## src/rtl/lcc_pkg.sv

```systemverilog
// ----------------------------------------------------------------------------
// lcc_pkg: shared types and constants for the coordinate LRU cache
// Word layouts of the request and result channels, command codes and
// default sizing of the tag store.
// ----------------------------------------------------------------------------
`timescale 1ns / 1ps

package lcc_pkg;

    // Default number of entries in the tag store
    localparam int MAX_ENTRIES_DEF = 16;

    // Fixed field widths
    localparam int COORD_W = 32;
    localparam int CAP_W   = 5;
    localparam int SLOT_W  = 4;
    localparam int OCC_W   = 5;

    // Capacity after reset
    localparam logic [CAP_W-1:0] CAP_RESET = 5'd16;

    // Command codes
    typedef enum logic [1:0] {
        CMD_ACCESS = 2'd0,
        CMD_PROBE  = 2'd1,
        CMD_EVICT  = 2'd2,
        CMD_CLEAR  = 2'd3
    } lcc_cmd_t;

    // Request word
    typedef struct packed {
        lcc_cmd_t                   command;
        logic signed [COORD_W-1:0]  chunk_x;
        logic signed [COORD_W-1:0]  chunk_z;
    } lcc_in_t;

    // Result word
    typedef struct packed {
        logic                       hit;
        logic                       evicted;
        logic signed [COORD_W-1:0]  evicted_x;
        logic signed [COORD_W-1:0]  evicted_z;
        logic [SLOT_W-1:0]          slot;
        logic [OCC_W-1:0]           occupancy;
    } lcc_out_t;

endpackage

```

## src/rtl/lcc_ram.sv

```systemverilog
// ----------------------------------------------------------------------------
// lcc_ram: generic single-write, single-read RAM
// One write port and one read port; read data is registered.
// ----------------------------------------------------------------------------
`timescale 1ns / 1ps

module lcc_ram #(
    parameter int WIDTH  = 8,
    parameter int DEPTH  = 16,
    parameter int ADDR_W = $clog2(DEPTH)
) (
    input  logic              clk,
    input  logic              we,
    input  logic [ADDR_W-1:0] waddr,
    input  logic [WIDTH-1:0]  wdata,
    input  logic [ADDR_W-1:0] raddr,
    output logic [WIDTH-1:0]  rdata
);

    logic [WIDTH-1:0] mem [DEPTH];
    logic [WIDTH-1:0] rdata_reg;

    // Write and registered read
    always_ff @(posedge clk)
    begin
        if (we)
        begin
            mem[waddr] <= wdata;
        end
        rdata_reg <= mem[raddr];
    end

    assign rdata = rdata_reg;

endmodule

```

## src/rtl/lru_coordinate_cache.sv

```systemverilog
// ----------------------------------------------------------------------------
// lru_coordinate_cache: fully associative LRU tag store keyed by (x,z)
// Sequence: a compare sweep over the key and rank RAMs, then for an access
//   that hits or fills a slot, or an evict hit, a rank rewrite sweep.
// One request at a time: in_ready is high only in idle, so a new word waits
//   until the last result has been loaded into the output register.
// Reset: store empty, capacity 16, no result pending; RAMs are not cleared.
// ----------------------------------------------------------------------------
`timescale 1ns / 1ps

module lru_coordinate_cache #(
    parameter int MAX_ENTRIES = lcc_pkg::MAX_ENTRIES_DEF
) (
    input  logic                      clk,
    input  logic                      rst_n,
    input  logic                      in_valid,
    output logic                      in_ready,
    input  lcc_pkg::lcc_in_t          in_data,
    output logic                      out_valid,
    input  logic                      out_ready,
    output lcc_pkg::lcc_out_t         out_data,
    input  logic                      cfg_we,
    input  logic [lcc_pkg::CAP_W-1:0] cfg_wdata
);

    import lcc_pkg::*;

    localparam int IDX_W = $clog2(MAX_ENTRIES);
    localparam int CNT_W = $clog2(MAX_ENTRIES + 1);
    localparam int KEY_W = 2 * COORD_W;
    localparam int CW    = (CNT_W > CAP_W) ? CNT_W : CAP_W;
    localparam logic [CNT_W-1:0] DEPTH_C = CNT_W'(MAX_ENTRIES);

    typedef enum logic [4:0] {
        ST_IDLE   = 5'b00001,
        ST_SCAN   = 5'b00010,
        ST_DECIDE = 5'b00100,
        ST_UPDATE = 5'b01000,
        ST_FINISH = 5'b10000
    } state_t;

    typedef enum logic [1:0] {
        UPD_MRU = 2'd0,
        UPD_INS = 2'd1,
        UPD_DEC = 2'd2
    } upd_t;

    // Control state
    state_t                 state_reg,     state_next;
    logic [CAP_W-1:0]       cap_reg,       cap_next;
    logic [CNT_W-1:0]       count_reg,     count_next;
    logic [MAX_ENTRIES-1:0] valid_reg,     valid_next;
    logic [CNT_W-1:0]       rd_idx_reg,    rd_idx_next;
    logic                   chk_en_reg,    chk_en_next;
    logic                   found_reg,     found_next;
    logic                   lru_found_reg, lru_found_next;
    logic                   free_found_reg, free_found_next;
    logic                   out_valid_reg, out_valid_next;

    // Payload state
    lcc_cmd_t               cmd_reg,        cmd_next;
    logic [KEY_W-1:0]       key_reg,        key_next;
    logic [IDX_W-1:0]       chk_idx_reg,    chk_idx_next;
    logic [IDX_W-1:0]       found_idx_reg,  found_idx_next;
    logic [IDX_W-1:0]       found_rank_reg, found_rank_next;
    logic [IDX_W-1:0]       lru_idx_reg,    lru_idx_next;
    logic [KEY_W-1:0]       lru_key_reg,    lru_key_next;
    logic [IDX_W-1:0]       free_idx_reg,   free_idx_next;
    upd_t                   upd_op_reg,     upd_op_next;
    logic [IDX_W-1:0]       tgt_idx_reg,    tgt_idx_next;
    logic [IDX_W-1:0]       pivot_reg,      pivot_next;
    logic                   res_hit_reg,    res_hit_next;
    logic                   res_evicted_reg, res_evicted_next;
    logic [IDX_W-1:0]       res_slot_reg,   res_slot_next;
    lcc_out_t               out_data_reg,   out_data_next;

    // RAM ports
    logic                   key_we;
    logic [IDX_W-1:0]       key_waddr;
    logic [KEY_W-1:0]       key_rdata;
    logic                   rank_we;
    logic [IDX_W-1:0]       rank_wdata;
    logic [IDX_W-1:0]       rank_rdata;

    // Sweep helpers
    logic                   accept;
    logic                   issue;
    logic                   ent_vld;
    logic [CNT_W-1:0]       cnt_dec;
    logic [IDX_W-1:0]       cnt_m1;
    logic [CW-1:0]          cap_w;
    logic [CW-1:0]          cnt_w;
    logic [CW-1:0]          max_w;
    logic [CW-1:0]          cap_sat;
    logic                   evict_now;
    logic                   has_free;
    logic [IDX_W-1:0]       ins_idx;

    assign accept  = in_valid && in_ready;
    assign issue   = ((state_reg == ST_SCAN) || (state_reg == ST_UPDATE))
                     && (rd_idx_reg != DEPTH_C);
    assign ent_vld = valid_reg[chk_idx_reg];
    assign cnt_dec = count_reg - CNT_W'(1);
    assign cnt_m1  = cnt_dec[IDX_W-1:0];

    // Effective capacity: zero acts as one, saturate at the store depth
    assign cap_w = CW'(cap_reg);
    assign cnt_w = CW'(count_reg);
    assign max_w = CW'(MAX_ENTRIES);
    always_comb
    begin
        if (cap_w == '0)
        begin
            cap_sat = CW'(1);
        end
        else if (cap_w > max_w)
        begin
            cap_sat = max_w;
        end
        else
        begin
            cap_sat = cap_w;
        end
    end

    // Miss handling: victim and lowest free entry after eviction
    assign evict_now = (cnt_w >= cap_sat) && (cnt_w != '0) && lru_found_reg;
    assign has_free  = free_found_reg || evict_now;
    assign ins_idx   = (evict_now && (!free_found_reg || (lru_idx_reg < free_idx_reg)))
                       ? lru_idx_reg : free_idx_reg;

    // Key and rank stores
    lcc_ram #(
        .WIDTH  (KEY_W),
        .DEPTH  (MAX_ENTRIES),
        .ADDR_W (IDX_W)
    ) u_key_ram (
        .clk    (clk),
        .we     (key_we),
        .waddr  (key_waddr),
        .wdata  (key_reg),
        .raddr  (rd_idx_reg[IDX_W-1:0]),
        .rdata  (key_rdata)
    );

    lcc_ram #(
        .WIDTH  (IDX_W),
        .DEPTH  (MAX_ENTRIES),
        .ADDR_W (IDX_W)
    ) u_rank_ram (
        .clk    (clk),
        .we     (rank_we),
        .waddr  (chk_idx_reg),
        .wdata  (rank_wdata),
        .raddr  (rd_idx_reg[IDX_W-1:0]),
        .rdata  (rank_rdata)
    );

    // Sequencer and datapath next state
    always_comb
    begin
        state_next       = state_reg;
        cap_next         = cfg_we ? cfg_wdata : cap_reg;
        count_next       = count_reg;
        valid_next       = valid_reg;
        rd_idx_next      = rd_idx_reg;
        chk_en_next      = 1'b0;
        chk_idx_next     = rd_idx_reg[IDX_W-1:0];
        found_next       = found_reg;
        lru_found_next   = lru_found_reg;
        free_found_next  = free_found_reg;
        out_valid_next   = out_valid_reg && !out_ready;
        cmd_next         = cmd_reg;
        key_next         = key_reg;
        found_idx_next   = found_idx_reg;
        found_rank_next  = found_rank_reg;
        lru_idx_next     = lru_idx_reg;
        lru_key_next     = lru_key_reg;
        free_idx_next    = free_idx_reg;
        upd_op_next      = upd_op_reg;
        tgt_idx_next     = tgt_idx_reg;
        pivot_next       = pivot_reg;
        res_hit_next     = res_hit_reg;
        res_evicted_next = res_evicted_reg;
        res_slot_next    = res_slot_reg;
        out_data_next    = out_data_reg;
        key_we           = 1'b0;
        key_waddr        = ins_idx;
        rank_we          = 1'b0;
        rank_wdata       = rank_rdata;

        // Advance the shared read pointer during a sweep
        if (issue)
        begin
            rd_idx_next = rd_idx_reg + CNT_W'(1);
            chk_en_next = 1'b1;
        end

        case (state_reg)
            ST_IDLE:
            begin
                if (accept)
                begin
                    cmd_next        = in_data.command;
                    key_next        = {in_data.chunk_x, in_data.chunk_z};
                    rd_idx_next     = '0;
                    found_next      = 1'b0;
                    lru_found_next  = 1'b0;
                    free_found_next = 1'b0;
                    state_next      = ST_SCAN;
                end
            end

            ST_SCAN:
            begin
                // Compare one entry per cycle
                if (chk_en_reg)
                begin
                    if (ent_vld && (key_rdata == key_reg) && !found_reg)
                    begin
                        found_next      = 1'b1;
                        found_idx_next  = chk_idx_reg;
                        found_rank_next = rank_rdata;
                    end
                    if (ent_vld && (rank_rdata == cnt_m1) && !lru_found_reg)
                    begin
                        lru_found_next = 1'b1;
                        lru_idx_next   = chk_idx_reg;
                        lru_key_next   = key_rdata;
                    end
                    if (!ent_vld && !free_found_reg)
                    begin
                        free_found_next = 1'b1;
                        free_idx_next   = chk_idx_reg;
                    end
                end
                if (rd_idx_reg == DEPTH_C)
                begin
                    state_next = ST_DECIDE;
                end
            end

            ST_DECIDE:
            begin
                res_hit_next     = found_reg;
                res_evicted_next = 1'b0;
                res_slot_next    = '0;
                rd_idx_next      = '0;
                state_next       = ST_FINISH;
                case (cmd_reg)
                    CMD_ACCESS:
                    begin
                        if (found_reg)
                        begin
                            upd_op_next   = UPD_MRU;
                            tgt_idx_next  = found_idx_reg;
                            pivot_next    = found_rank_reg;
                            res_slot_next = found_idx_reg;
                            state_next    = ST_UPDATE;
                        end
                        else
                        begin
                            res_evicted_next = evict_now;
                            if (evict_now)
                            begin
                                valid_next[lru_idx_reg] = 1'b0;
                            end
                            if (has_free)
                            begin
                                valid_next[ins_idx] = 1'b1;
                                key_we              = 1'b1;
                                upd_op_next         = UPD_INS;
                                tgt_idx_next        = ins_idx;
                                res_slot_next       = ins_idx;
                                state_next          = ST_UPDATE;
                            end
                            count_next = count_reg - CNT_W'(evict_now) + CNT_W'(has_free);
                        end
                    end
                    CMD_EVICT:
                    begin
                        if (found_reg)
                        begin
                            valid_next[found_idx_reg] = 1'b0;
                            count_next   = cnt_dec;
                            upd_op_next  = UPD_DEC;
                            tgt_idx_next = found_idx_reg;
                            pivot_next   = found_rank_reg;
                            state_next   = ST_UPDATE;
                        end
                    end
                    CMD_CLEAR:
                    begin
                        valid_next = '0;
                        count_next = '0;
                    end
                    default:
                    begin
                        // Probe leaves the store as it is
                    end
                endcase
            end

            ST_UPDATE:
            begin
                // Rewrite one rank per cycle
                if (chk_en_reg)
                begin
                    rank_we = ent_vld;
                    case (upd_op_reg)
                        UPD_MRU:
                        begin
                            if (chk_idx_reg == tgt_idx_reg)
                            begin
                                rank_wdata = '0;
                            end
                            else if (rank_rdata < pivot_reg)
                            begin
                                rank_wdata = rank_rdata + IDX_W'(1);
                            end
                        end
                        UPD_INS:
                        begin
                            if (chk_idx_reg == tgt_idx_reg)
                            begin
                                rank_wdata = '0;
                            end
                            else
                            begin
                                rank_wdata = rank_rdata + IDX_W'(1);
                            end
                        end
                        UPD_DEC:
                        begin
                            if (rank_rdata > pivot_reg)
                            begin
                                rank_wdata = rank_rdata - IDX_W'(1);
                            end
                        end
                        default:
                        begin
                            rank_we = 1'b0;
                        end
                    endcase
                end
                if (rd_idx_reg == DEPTH_C)
                begin
                    state_next = ST_FINISH;
                end
            end

            ST_FINISH:
            begin
                // Hold until the output register is free
                if (!out_valid_reg || out_ready)
                begin
                    out_valid_next          = 1'b1;
                    out_data_next.hit       = res_hit_reg;
                    out_data_next.evicted   = res_evicted_reg;
                    out_data_next.evicted_x = res_evicted_reg ? lru_key_reg[KEY_W-1:COORD_W]
                                                              : '0;
                    out_data_next.evicted_z = res_evicted_reg ? lru_key_reg[COORD_W-1:0]
                                                              : '0;
                    out_data_next.slot      = SLOT_W'(res_slot_reg);
                    out_data_next.occupancy = OCC_W'(count_reg);
                    state_next              = ST_IDLE;
                end
            end

            default:
            begin
                state_next = ST_IDLE;
            end
        endcase
    end

    // Control registers
    always_ff @(posedge clk or negedge rst_n)
    begin
        if (!rst_n)
        begin
            state_reg      <= ST_IDLE;
            cap_reg        <= CAP_RESET;
            count_reg      <= '0;
            valid_reg      <= '0;
            rd_idx_reg     <= '0;
            chk_en_reg     <= 1'b0;
            found_reg      <= 1'b0;
            lru_found_reg  <= 1'b0;
            free_found_reg <= 1'b0;
            out_valid_reg  <= 1'b0;
        end
        else
        begin
            state_reg      <= state_next;
            cap_reg        <= cap_next;
            count_reg      <= count_next;
            valid_reg      <= valid_next;
            rd_idx_reg     <= rd_idx_next;
            chk_en_reg     <= chk_en_next;
            found_reg      <= found_next;
            lru_found_reg  <= lru_found_next;
            free_found_reg <= free_found_next;
            out_valid_reg  <= out_valid_next;
        end
    end

    // Payload registers
    always_ff @(posedge clk)
    begin
        cmd_reg         <= cmd_next;
        key_reg         <= key_next;
        chk_idx_reg     <= chk_idx_next;
        found_idx_reg   <= found_idx_next;
        found_rank_reg  <= found_rank_next;
        lru_idx_reg     <= lru_idx_next;
        lru_key_reg     <= lru_key_next;
        free_idx_reg    <= free_idx_next;
        upd_op_reg      <= upd_op_next;
        tgt_idx_reg     <= tgt_idx_next;
        pivot_reg       <= pivot_next;
        res_hit_reg     <= res_hit_next;
        res_evicted_reg <= res_evicted_next;
        res_slot_reg    <= res_slot_next;
        out_data_reg    <= out_data_next;
    end

    assign in_ready  = (state_reg == ST_IDLE);
    assign out_valid = out_valid_reg;
    assign out_data  = out_data_reg;

endmodule

```

## config.mk

```make
export PLATFORM = sky130hd
export DESIGN_NAME = lru_coordinate_cache
export DESIGN_NICKNAME = d
export VERILOG_FILES = /design/src/rtl/lcc_pkg.sv /design/src/rtl/lcc_ram.sv /design/src/rtl/lru_coordinate_cache.sv
export SDC_FILE = /design/constraint.sdc
export NUM_CORES = 1
export LEC_CHECK = 0
export BUFFER_PORTS_ARGS = -buffer_cell sky130_fd_sc_hd__buf_2
export CAP_MARGIN = 20
export CORE_AREA = 4 4 308 310
export CTS_BUF_LIST = sky130_fd_sc_hd__clkbuf_2
export DETAILED_ROUTE_END_ITERATION = 8
export DIE_AREA = 0 0 312 314
export GPL_ROUTABILITY_DRIVEN = 0
export PLACE_DENSITY_LB_ADDON = 0.3
export RECOVER_POWER = 100
export SYNTH_ARGS = -nofsm -noshare
export SYNTH_HDL_FRONTEND = slang
export SYNTH_SLANG_ARGS = --single-unit
```

## constraint.sdc

```tcl
create_clock -name clk -period 8.83 [get_ports clk]
set_input_delay 1.3245 -clock clk [delete_from_list [all_inputs] [get_ports clk]]
set_output_delay 1.3245 -clock clk [all_outputs]
set_load 0.02 [all_outputs]
```

# Word-level counts from Yosys, hierarchy flattened

Memories as Yosys holds them, arrays and structs flattened. A register that Yosys moved wholly into a read port is not among the register bits.
Cells that the tools add are included.

Bits in registers: 282
Bits in writable memories: 1,088
Bits of input ports: 76
Output and inout port bits: 77
Word-level logic and storage cells: 202
Memories: 2

Add/sub/neg operators: 6
Order comparisons: 12
Equality and inequality tests: 25
Multiplexer cells: 75
Bitwise logic cells: 6
Reduce and logical (&&, ||, !) cells: 46

Memories:

| memory         | words | bits a word | read ports | clocked after Yosys merged registers in | wr ports | RTL line      | RTL |
|---|---|---|---|---|---|---|---|
| u_key_ram.mem  | 16    | 64          | 1          | 1                                       | 1        | lcc_ram.sv:20 | `logic [WIDTH-1:0] mem [DEPTH];` |
| u_rank_ram.mem | 16    | 4           | 1          | 1                                       | 1        | lcc_ram.sv:20 |  |

Operators with widths:

| operator                                                           | number |
|---|---|
| two-way mux 16 bit                                                 | 7 |
| two-way mux 5 bit                                                  | 13 |
| equality test 64 bit                                               | 1 |
| two-way mux 4 bit                                                  | 12 |
| one-hot mux 16 bit (3 select lines)                                | 1 |
| AND 16 bit                                                         | 2 |
| inverter 16 bit                                                    | 2 |
| two-way mux 1 bit                                                  | 25 |
| one-hot mux 5 bit (5 select lines)                                 | 1 |
| AND reduction 4 bit                                                | 6 |
| less-than comparator 4 x 5 -> 1 bit (second input constant)        | 4 |
| one-hot mux 5 bit (2 select lines)                                 | 2 |
| bitwise OR 16 bit                                                  | 1 |
| one-hot mux 5 bit (3 select lines)                                 | 1 |
| logical AND 1 bit                                                  | 14 |
| demux 1 bit (select 4 bit)                                         | 3 |
| greater-or-equal comparator 4 x 1 -> 1 bit (second input constant) | 3 |
| inequality test 2 x 1 -> 1 bit (second input constant)             | 6 |
| one-hot mux 4 bit (3 select lines)                                 | 1 |
| AND reduction 3 bit                                                | 4 |
| equality test 5 bit (second input constant)                        | 2 |
| equality test 4 bit                                                | 2 |
| less-than comparator 4 bit                                         | 2 |
| inequality test 2 bit (second input constant)                      | 4 |
| 33 further kinds                                                   | 51 |

# Logic depth before layout (Yosys ltp)

Gate-level depths: netlist of run 1.

Depth after elaboration: 16
Gate-level depth with buffers: 17
Gate-level depth less buffers: 17

# Modules after synthesis

A second synthesis of run 1 with hierarchy kept.

Cell total of the unflattened synthesis: 2,629
Area, all modules: 54,126.9 sq um

By module, submodules not included:

| module               | times used | cells an instance | area an instance (sq um) | sequential area each (sq um) |
|---|---|---|---|---|
| lcc_ram (u_key_ram)  | 1          | 1,647             | 39,581.7                 | 32,030.7 |
| lru_coordinate_cache | 1          | 852               | 11,878.9                 | 8,225.4 |
| lcc_ram (u_rank_ram) | 1          | 130               | 2,666.3                  | 2,001.9 |

# Worst setup path before layout of run 1

OpenSTA, ideal clock, no wires.

Path type: in2reg
Start: in out_ready
End: reg out_data_reg (netlist bit out_data[0]) (enable)
Library setup time: 0.533 ns
Data arrival time: 5.008 ns
Data required time: 8.297 ns
Slack: 3.289 ns
Cell stages on the path: 2
Path buffers: 0
Path through: inv_1 > a21oi_1

Longest elaborated chain between the ends: 2

Ends and longest elaborated chain:

| what                          | RTL line                    | RTL |
|---|---|---|
| from (decl)                   | lru_coordinate_cache.sv:20  | `input logic out_ready,` |
| logical OR 1 bit              | lru_coordinate_cache.sv:355 | `if (!out_valid_reg \|\| out_ready)` |
| AND reduction 2 bit (no line) | n/a                         |  |
| to (signal assigned)          | lru_coordinate_cache.sv:425 | `out_data_reg <= out_data_next;` |
| to (decl)                     | lru_coordinate_cache.sv:75  | `lcc_out_t out_data_reg, out_data_next;` |

Every way passes these cells.
A chain may end at the register's enable or synchronous reset.

# Worst setup path after layout of run 1

Start: reg count_reg[1] (netlist: cnt_w[1])
End: mem u_key_ram.mem[2][29] (netlist bit) (enable)

Longest elaborated chain between the ends: 10
Elaborated cells on any way between the ends: 13
Those cells by class: order compare (1); mux (7); reduce/logical (5)

Ends and longest elaborated chain:

| what                                                                           | RTL line                    | RTL |
|---|---|---|
| from (decl)                                                                    | lru_coordinate_cache.sv:51  | `logic [CNT_W-1:0] count_reg, count_next;` |
| from (signal assigned)                                                         | lru_coordinate_cache.sv:397 | `count_reg <= count_next;` |
| greater-or-equal comparator 5 bit / nonzero test 5 bit (equally long branches) | lru_coordinate_cache.sv:127 | `assign evict_now = (cnt_w >= cap_sat) && (cnt_w != '0) && lru_found_reg;` |
| logical AND 1 bit (*) (2 in series)                                            | lru_coordinate_cache.sv:127 |  |
| logical OR 1 bit                                                               | lru_coordinate_cache.sv:128 | `assign has_free = free_found_reg \|\| evict_now;` |
| two-way mux 1 bit                                                              | lru_coordinate_cache.sv:268 | `if (has_free)` |
| two-way mux 1 bit                                                              | lru_coordinate_cache.sv:253 | `if (found_reg)` |
| two-way mux 1 bit                                                              | lru_coordinate_cache.sv:250 | `case (cmd_reg)` |
| two-way mux 1 bit                                                              | lru_coordinate_cache.sv:199 | `case (state_reg)` |
| two-way mux 1 bit                                                              | lcc_ram.sv:26               | `if (we)` |
| two-way mux 1 bit (not written as such)                                        | lcc_ram.sv:28               | `mem[waddr] <= wdata;` |
| to (decl)                                                                      | lcc_ram.sv:20               |  |

Every way passes the cells marked *; elsewhere a longest branch is shown, timed or not.

==> flow_summary.ini, run 1 <==
[grt]
grt_pass1_wl_mm = 186
grt_pass1_vias = 30526
grt_usage_pct = 25.4
grt_max_degree = 133
grt_antenna_before_repair = 2
grt_overflow = 0

[logic_synthesis]
synth_fp_nets = 2906
syn_avg_cell_area_um2 = 19.6
syn-cell-area_um2 = 54900
synth_edf_count = 1325
yosys.area.top_type = edfxtp_1
post_synth_num_cell_types = 81
netlist_instances = 2805
synth_top_cell_area_share_pct = 72.5
synth-seq-cells = 1438
yosysWarnings = 0
synthFlopType = edfxtp_1
synthTopCellsByArea = edfxtp_1 73%, mux4_2 8.4%, mux2i_1 2.7%
seq_area_frac_synth_pct = 77.0
async_flop_share_pct = 2.85

[power_and_ir_drop]
peakVddDrop_v = 0.000154
p_leak_nw = 20.0
p_total_mw = 15.4
p_per_area_nw_per_um2 = 255

[detailed_routing]
wl_mm = 123
drc_errors = 0
wl_met3_mm = 11.2
dr.max_layer_used = met4
first_pass_iters = 7
wl_per_cell_um = 25.9
dr_wl_met2_mm = 60.1
wirelength_met1_mm = 47.9
postRouteAntennaNets = 0
drt_iter0_drc = 3029
route.vias.total = 29367
vias_per_cell = 6.17

[timing]
layout_worst_path_cycle_share_pct = 71.8
hold_violations = 0
maxSlewViolCount = 906
hold_slack_ns = 0.201
period_needed_ns = 6.34
finClkSkew_ns = 0.191
worstMarginPinSlew_ns = 4.47
setup_viol = 0
relSlewSlack_pct = -198
rsz0062_at_grt = no
timing.setup.tns_ns = 0
timing.fmax_mhz = 158
fin_ws_ns = 2.49

[clock_network]
htreeDepth = 5
cts_tree = built
clock-sinks = 1438
clkLatencyLatePin_ns = 1.53
clk_pin_slew_ns = 0.10
cts-root-buf = clkbuf_2
cts-buffers-inserted = 354
cts_max_path_buffers = 4
cts_resized = 0
cts_setup_buffers = 0

[status]
status = complete, but fails checks
violations = max-capacitance violations, max-slew violations

[min_path]
worstHoldEndpoint = cap_reg[2]
min_delay_path_depth = 2
hold_class = input pin to flip-flop
worstHoldStart = cfg_wdata[2]

[critical_path]
critPathCaptureType = flip-flop
start_kind = flip-flop
reg2regPathDepth = 9
worstReg2RegEnd = u_key_ram.mem[2][29]
r2r-start = cnt_w[1]
startpoint = cnt_w[1]
cp.arrival_ns = 7.33
critPathKind = flip-flop to flip-flop
r2r_slack_ns = 2.49
critPathMaxFanout = 48
required_ns = 9.82

[cells_and_area]
fill_cells = 6191
final_cell_mix = 1325 x edfxtp_1, 536 x clkbuf_2, 205 x mux4_2, 150 x mux2i_1, 121 x o21ai_0
fin_util_pct = 65.9
area_delta_synth_final_pct = 10.2
largest_register_ffs = 1024
drive_above_1_share_pct = 26.0
fin_nets = 3402
layout_commonest_cell = edfxtp_1

[floorplanning]
ios = 153
core-area_um2 = 91700
die-height_um = 314
rows = 111
initial_utilization_pct = 59.8
die_w_um = 312
dieArea_um2 = 98000

[placement]
dpl.hpwl_mm = 70.0
port_buffers = 152
pre_cts_ws_ns = 4.23

[run]
cap_violations = 28
power by group:
part	internal, mW	total (mW)	switching (mW)
logic	1.19	2.58	1.39
clock network	1.71	4.25	2.54
registers	8.02	8.61	0.586
cells by family after synthesis:
family / Yosys count / share of synthesized area, %
xor gates and xnor gates: 75 / 1.20
DFF: 1438 / 77.0
and+or+nand+nor: 312 / 2.88
AOI/OAI and AO/OA: 380 / 4.66
buffers and inverters: 170 / 1.48
adders and majority gates: 25 / 0.584
other: 1 / 0.00684
muxes: 404 / 12.2
final cells by class:
cell class	instances	area, um^2	share of cell area [%]
antenna	2	5.00	0.00828
timing repair buffer	273	1670	2.76
sequential	1438	42300	69.9
multi-input combinational	1197	11800	19.5
inverter	37	140	0.232
clock inverter	89	457	0.756
tap	1186	1480	2.45
clock buffer	534	2670	4.42
how the worst max path moves through the flow:
stage,slack (ns),cells after the start,end
after CTS,4.26,10,u_key_ram.mem[1][49]
after global routing,2.15,9,u_key_ram.mem[4][56]
after detailed placement,4.23,10,u_key_ram.mem[1][52]
after floorplan,3.29,2,out_data[0]
after global placement,4.23,10,u_key_ram.mem[1][50]
final,2.49,9,u_key_ram.mem[2][29]
critical path, cell delays in order, from the launching register on:
cell and delay (ns):
dfrtp_1 0.51, inv_1 0.15, ha_1 0.27, nand2_1 0.12, o221ai_1 0.15, a41o_1 0.40
a21oi_1 0.84, a22oi_1 0.51, nor2_1 1.49, clkbuf_2 1.46
synth_stat cells (6+ instances only):
cell type and instances:
and2_1 68, xor2_1 21, dfrtp_1 39, ha_1 24, buf_1 16, mux2_2 49
o31ai_1 11, nand3_1 6, a21oi_1 67, nor3_1 22, nor4_1 9, o22ai_1 6
o21ai_0 112, nor2_1 75, buf_4 22, dfxtp_1 72, buf_6 8, nand4_1 13
a31oi_1 18, clkbuf_1 62, nand2b_1 8, o21ai_1 15, xnor2_1 54, edfxtp_1 1325
a221oi_1 51, buf_2 25, nor2b_1 10, mux2i_1 150, inv_1 36, a22oi_1 47
nand2_1 80, mux4_2 205
per-stage QoR:
stage	std cells	instance area, um^2
2_1_floorplan	2805	54900
3_3_place_gp	4057	57000
3_5_place_dp	4057	57000
4_1_cts	4748	60800
5_1_grt	4755	60400
6_report	4756	60400
what timing repair did:
action,in CTS,in global routing
hold buffers,68,0
hold endpoints to repair,106,0
endpoints found under the setup margin,0,0
layer usage:
metal / vias up / GRT usage, %
li1: 12553 / -
met5: - / 0
met1: 14939 / 34.5
met3: 236 / 5.79
met4: 0 / 10.0
met2: 1639 / 40.6
Power figures use the tool's default switching activity.
==> inputs of run 2 (changes only) <==
- ABC_AREA: default -> 1
- CORE_AREA: 4 4 308 310 -> 4 4 315 317
- DIE_AREA: 0 0 312 314 -> 0 0 319 321
- clock period: 8.83 -> 5.6 ns (I/O delays scaled with it)
==> run 2 against run 1 <==
Highest routed layer unchanged. Core utilization down 1.3 points. Synthesized cell count up 49%. Largest power group unchanged. Design area up 2.9%. The flow finishes with violations (design-rule violations, max-capacitance violations, max-slew violations).
==> flow_summary.ini, run 2 <==
[status]
status = complete, but fails checks
violations = design-rule violations, max-capacitance violations, max-slew violations

[critical_path]
worstReg2RegEnd = u_key_ram.rdata[62]
reg2regPathDepth = 6
startpoint = rd_idx_reg[1]
r2r-start = rd_idx_reg[1]
critPathMaxFanout = 50
required_ns = 6.93
critPathKind = flip-flop to flip-flop
r2r_slack_ns = 0.83
cp.arrival_ns = 6.09
start_kind = flip-flop
cp-endpoint = u_key_ram.rdata[62]
critPathCaptureType = flip-flop

[logic_synthesis]
syn_avg_cell_area_um2 = 13.3
post_synth_num_cell_types = 48
synthFlopType = edfxtp_1
synth_edf_count = 1325
syn-cell-area_um2 = 55600
seq_area_frac_synth_pct = 76.0
netlist_instances = 4192
synth_top_cell_area_share_pct = 71.6
yosys.area.top_type = edfxtp_1
synth_fp_nets = 4293
synth.most_common_cell = edfxtp_1
synthTopCellsByArea = edfxtp_1 72%, nand2_1 4.1%, o21ai_0 3.8%
synth_common_cells = 1325 x edfxtp_1, 608 x nand2_1, 426 x o21ai_0
async_flop_share_pct = 2.85
yosysWarnings = 0
synth-seq-cells = 1438

[detailed_routing]
vias_per_cell = 5.90
drt_iter0_drc = 4695
first_pass_iters = 9
wl_per_cell_um = 22.6
postRouteAntennaNets = 0
wl_mm = 141
route.vias.total = 36785
drc_errors = 1

[power_and_ir_drop]
p_total_mw = 26.7
p_per_area_nw_per_um2 = 429
p_leak_nw = 22.6
peakVddDrop_v = 0.000341

[cells_and_area]
drive_above_1_share_pct = 14.1
area_delta_synth_final_pct = 11.9
fin_nets = 4794
layout_commonest_cell = edfxtp_1
largest_register_ffs = 1024
final_cell_mix = 1325 x edfxtp_1, 617 x nand2_1, 524 x clkbuf_2, 434 x o21ai_0, 395 x nor2_1
fin_util_pct = 64.6
fin_area_um2 = 62200

[clock_network]
clock-sinks = 1438
cts-buffers-inserted = 357
cts_max_path_buffers = 4
clk_pin_slew_ns = 0.11
cts_tree = built
cts-root-buf = clkbuf_2
htreeDepth = 5
cts_setup_buffers = 0
clkLatencyLatePin_ns = 1.54

[floorplanning]
die-height_um = 321
dieArea_um2 = 102000
die_w_um = 319
initial_utilization_pct = 57.7
ios = 153
rows = 114
core-area_um2 = 96300

[timing]
hold_violations = 0
relSlewSlack_pct = -82.6
layout_worst_path_cycle_share_pct = 85.1
rsz0062_at_grt = no
maxSlewViolCount = 290
worstMarginPinSlew_ns = 2.74
period_needed_ns = 4.77
finClkSkew_ns = 0.163
setup_viol = 0
timing.fmax_mhz = 210

[min_path]
hold_class = input pin to flip-flop

[grt]
grt_max_degree = 234
grt_pass1_wl_mm = 212
grt_overflow = 0
grt_pass1_vias = 35857
grt_usage_pct = 27.2
grt_antenna_before_repair = 3

[placement]
port_buffers = 152
dpl.hpwl_mm = 75.8
placed_cell_area_um2 = 57900

[run]
cap_violations = 9
run 2: changes by cell type after synthesis, moves of 118 or more:
| cell | change |
|---|---|
| a21oi_1 | +118 |
| mux4_2 | -205 |
| mux2i_1 | -150 |
| inv_1 | +213 |
| nand3_1 | +146 |
| o21ai_0 | +314 |
| nor2_1 | +324 |
| nand2_1 | +528 |
run 2: kinds of logic after synthesis:
| group | after synthesis | synth area share (%) |
|---|---|---|
| xor gates and xnor gates | 33 | 0.520 |
| buffers and inverters | 484 | 3.44 |
| DFF | 1438 | 76.0 |
| other | 1 | 0.00675 |
| AOI/OAI and AO/OA | 939 | 9.92 |
| adders and majority gates | 25 | 0.576 |
| and+or+nand+nor | 1272 | 9.51 |
run 2: per-stage QoR:
step / TNS (ns) / instances / hold WS, ns / worst slack [ns]
6_report: 0 / 6238 / 0.231 / 0.835
5_1_grt: 0 / 6236 / 0.155 / 0.681
2_1_floorplan: -888.71 / 4192 / 0.342 / -1.17
4_1_cts: 0 / 6235 / 0.0275 / 1.54
3_5_place_dp: 0 / 5457 / 0.405 / 1.68
3_3_place_gp: 0 / 5456 / 0.402 / 1.76
run 2: worst min path at each step:
stage                      startpoint              to  slack [ns]  cells past startpoint
finish                      out_ready       out_valid        0.23                      5
floorplan               rd_idx_reg[3]  chk_idx_reg[3]        0.34                      0
detailed placement  found_rank_reg[0]    pivot_reg[0]        0.40                      0
global route                out_ready       out_valid        0.16                      5
CTS                            cfg_we      cap_reg[4]        0.03                      3
global placement    found_rank_reg[0]    pivot_reg[0]        0.40                      0
run 2: worst max-delay path, stage by stage (launching register included):
cell,delay (ns)
dfrtp_1,2.03
nand2_4,0.78
clkbuf_2,0.93
a21oi_1,0.40
a221oi_1,0.14
o21ai_0,0.21
nand2_1,0.08
run 2: layer usage:
layer | vias up | global-route usage, % | routed length (um)
met5 | - | 0 | 0
met4 | 0 | 10.2 | 3960
met3 | 254 | 6.17 | 15200
met1 | 17872 | 37.1 | 54800
li1 | 16532 | - | -
met2 | 2127 | 43.4 | 67000
run 2: timing repair:
| action | in CTS | in global routing |
|---|---|---|
| gates resized for setup | 0 | 0 |
| endpoints found under the hold margin | 138 | 0 |
| hold buffers | 153 | 0 |
run 2: power breakdown:
part           internal [mW]  total (mW)  leakage, nW  switching, mW
sequential              13.4        14.8         13.1           1.44
clock                   2.80        6.81         2.44           4.01
combinational           1.46        5.02         7.12           3.57
total                   17.7        26.7         22.6           9.01
run 2: cell type report:
cell class | count | area (um^2)
inverter | 255 | 970
multi-input combinational | 2270 | 11400
tap | 1276 | 1600
clock buffer | 521 | 2610
fill | 7158 | 34100
clock inverter | 104 | 603
sequential | 1438 | 42300
timing repair buffer | 371 | 2810
antenna | 3 | 7.51
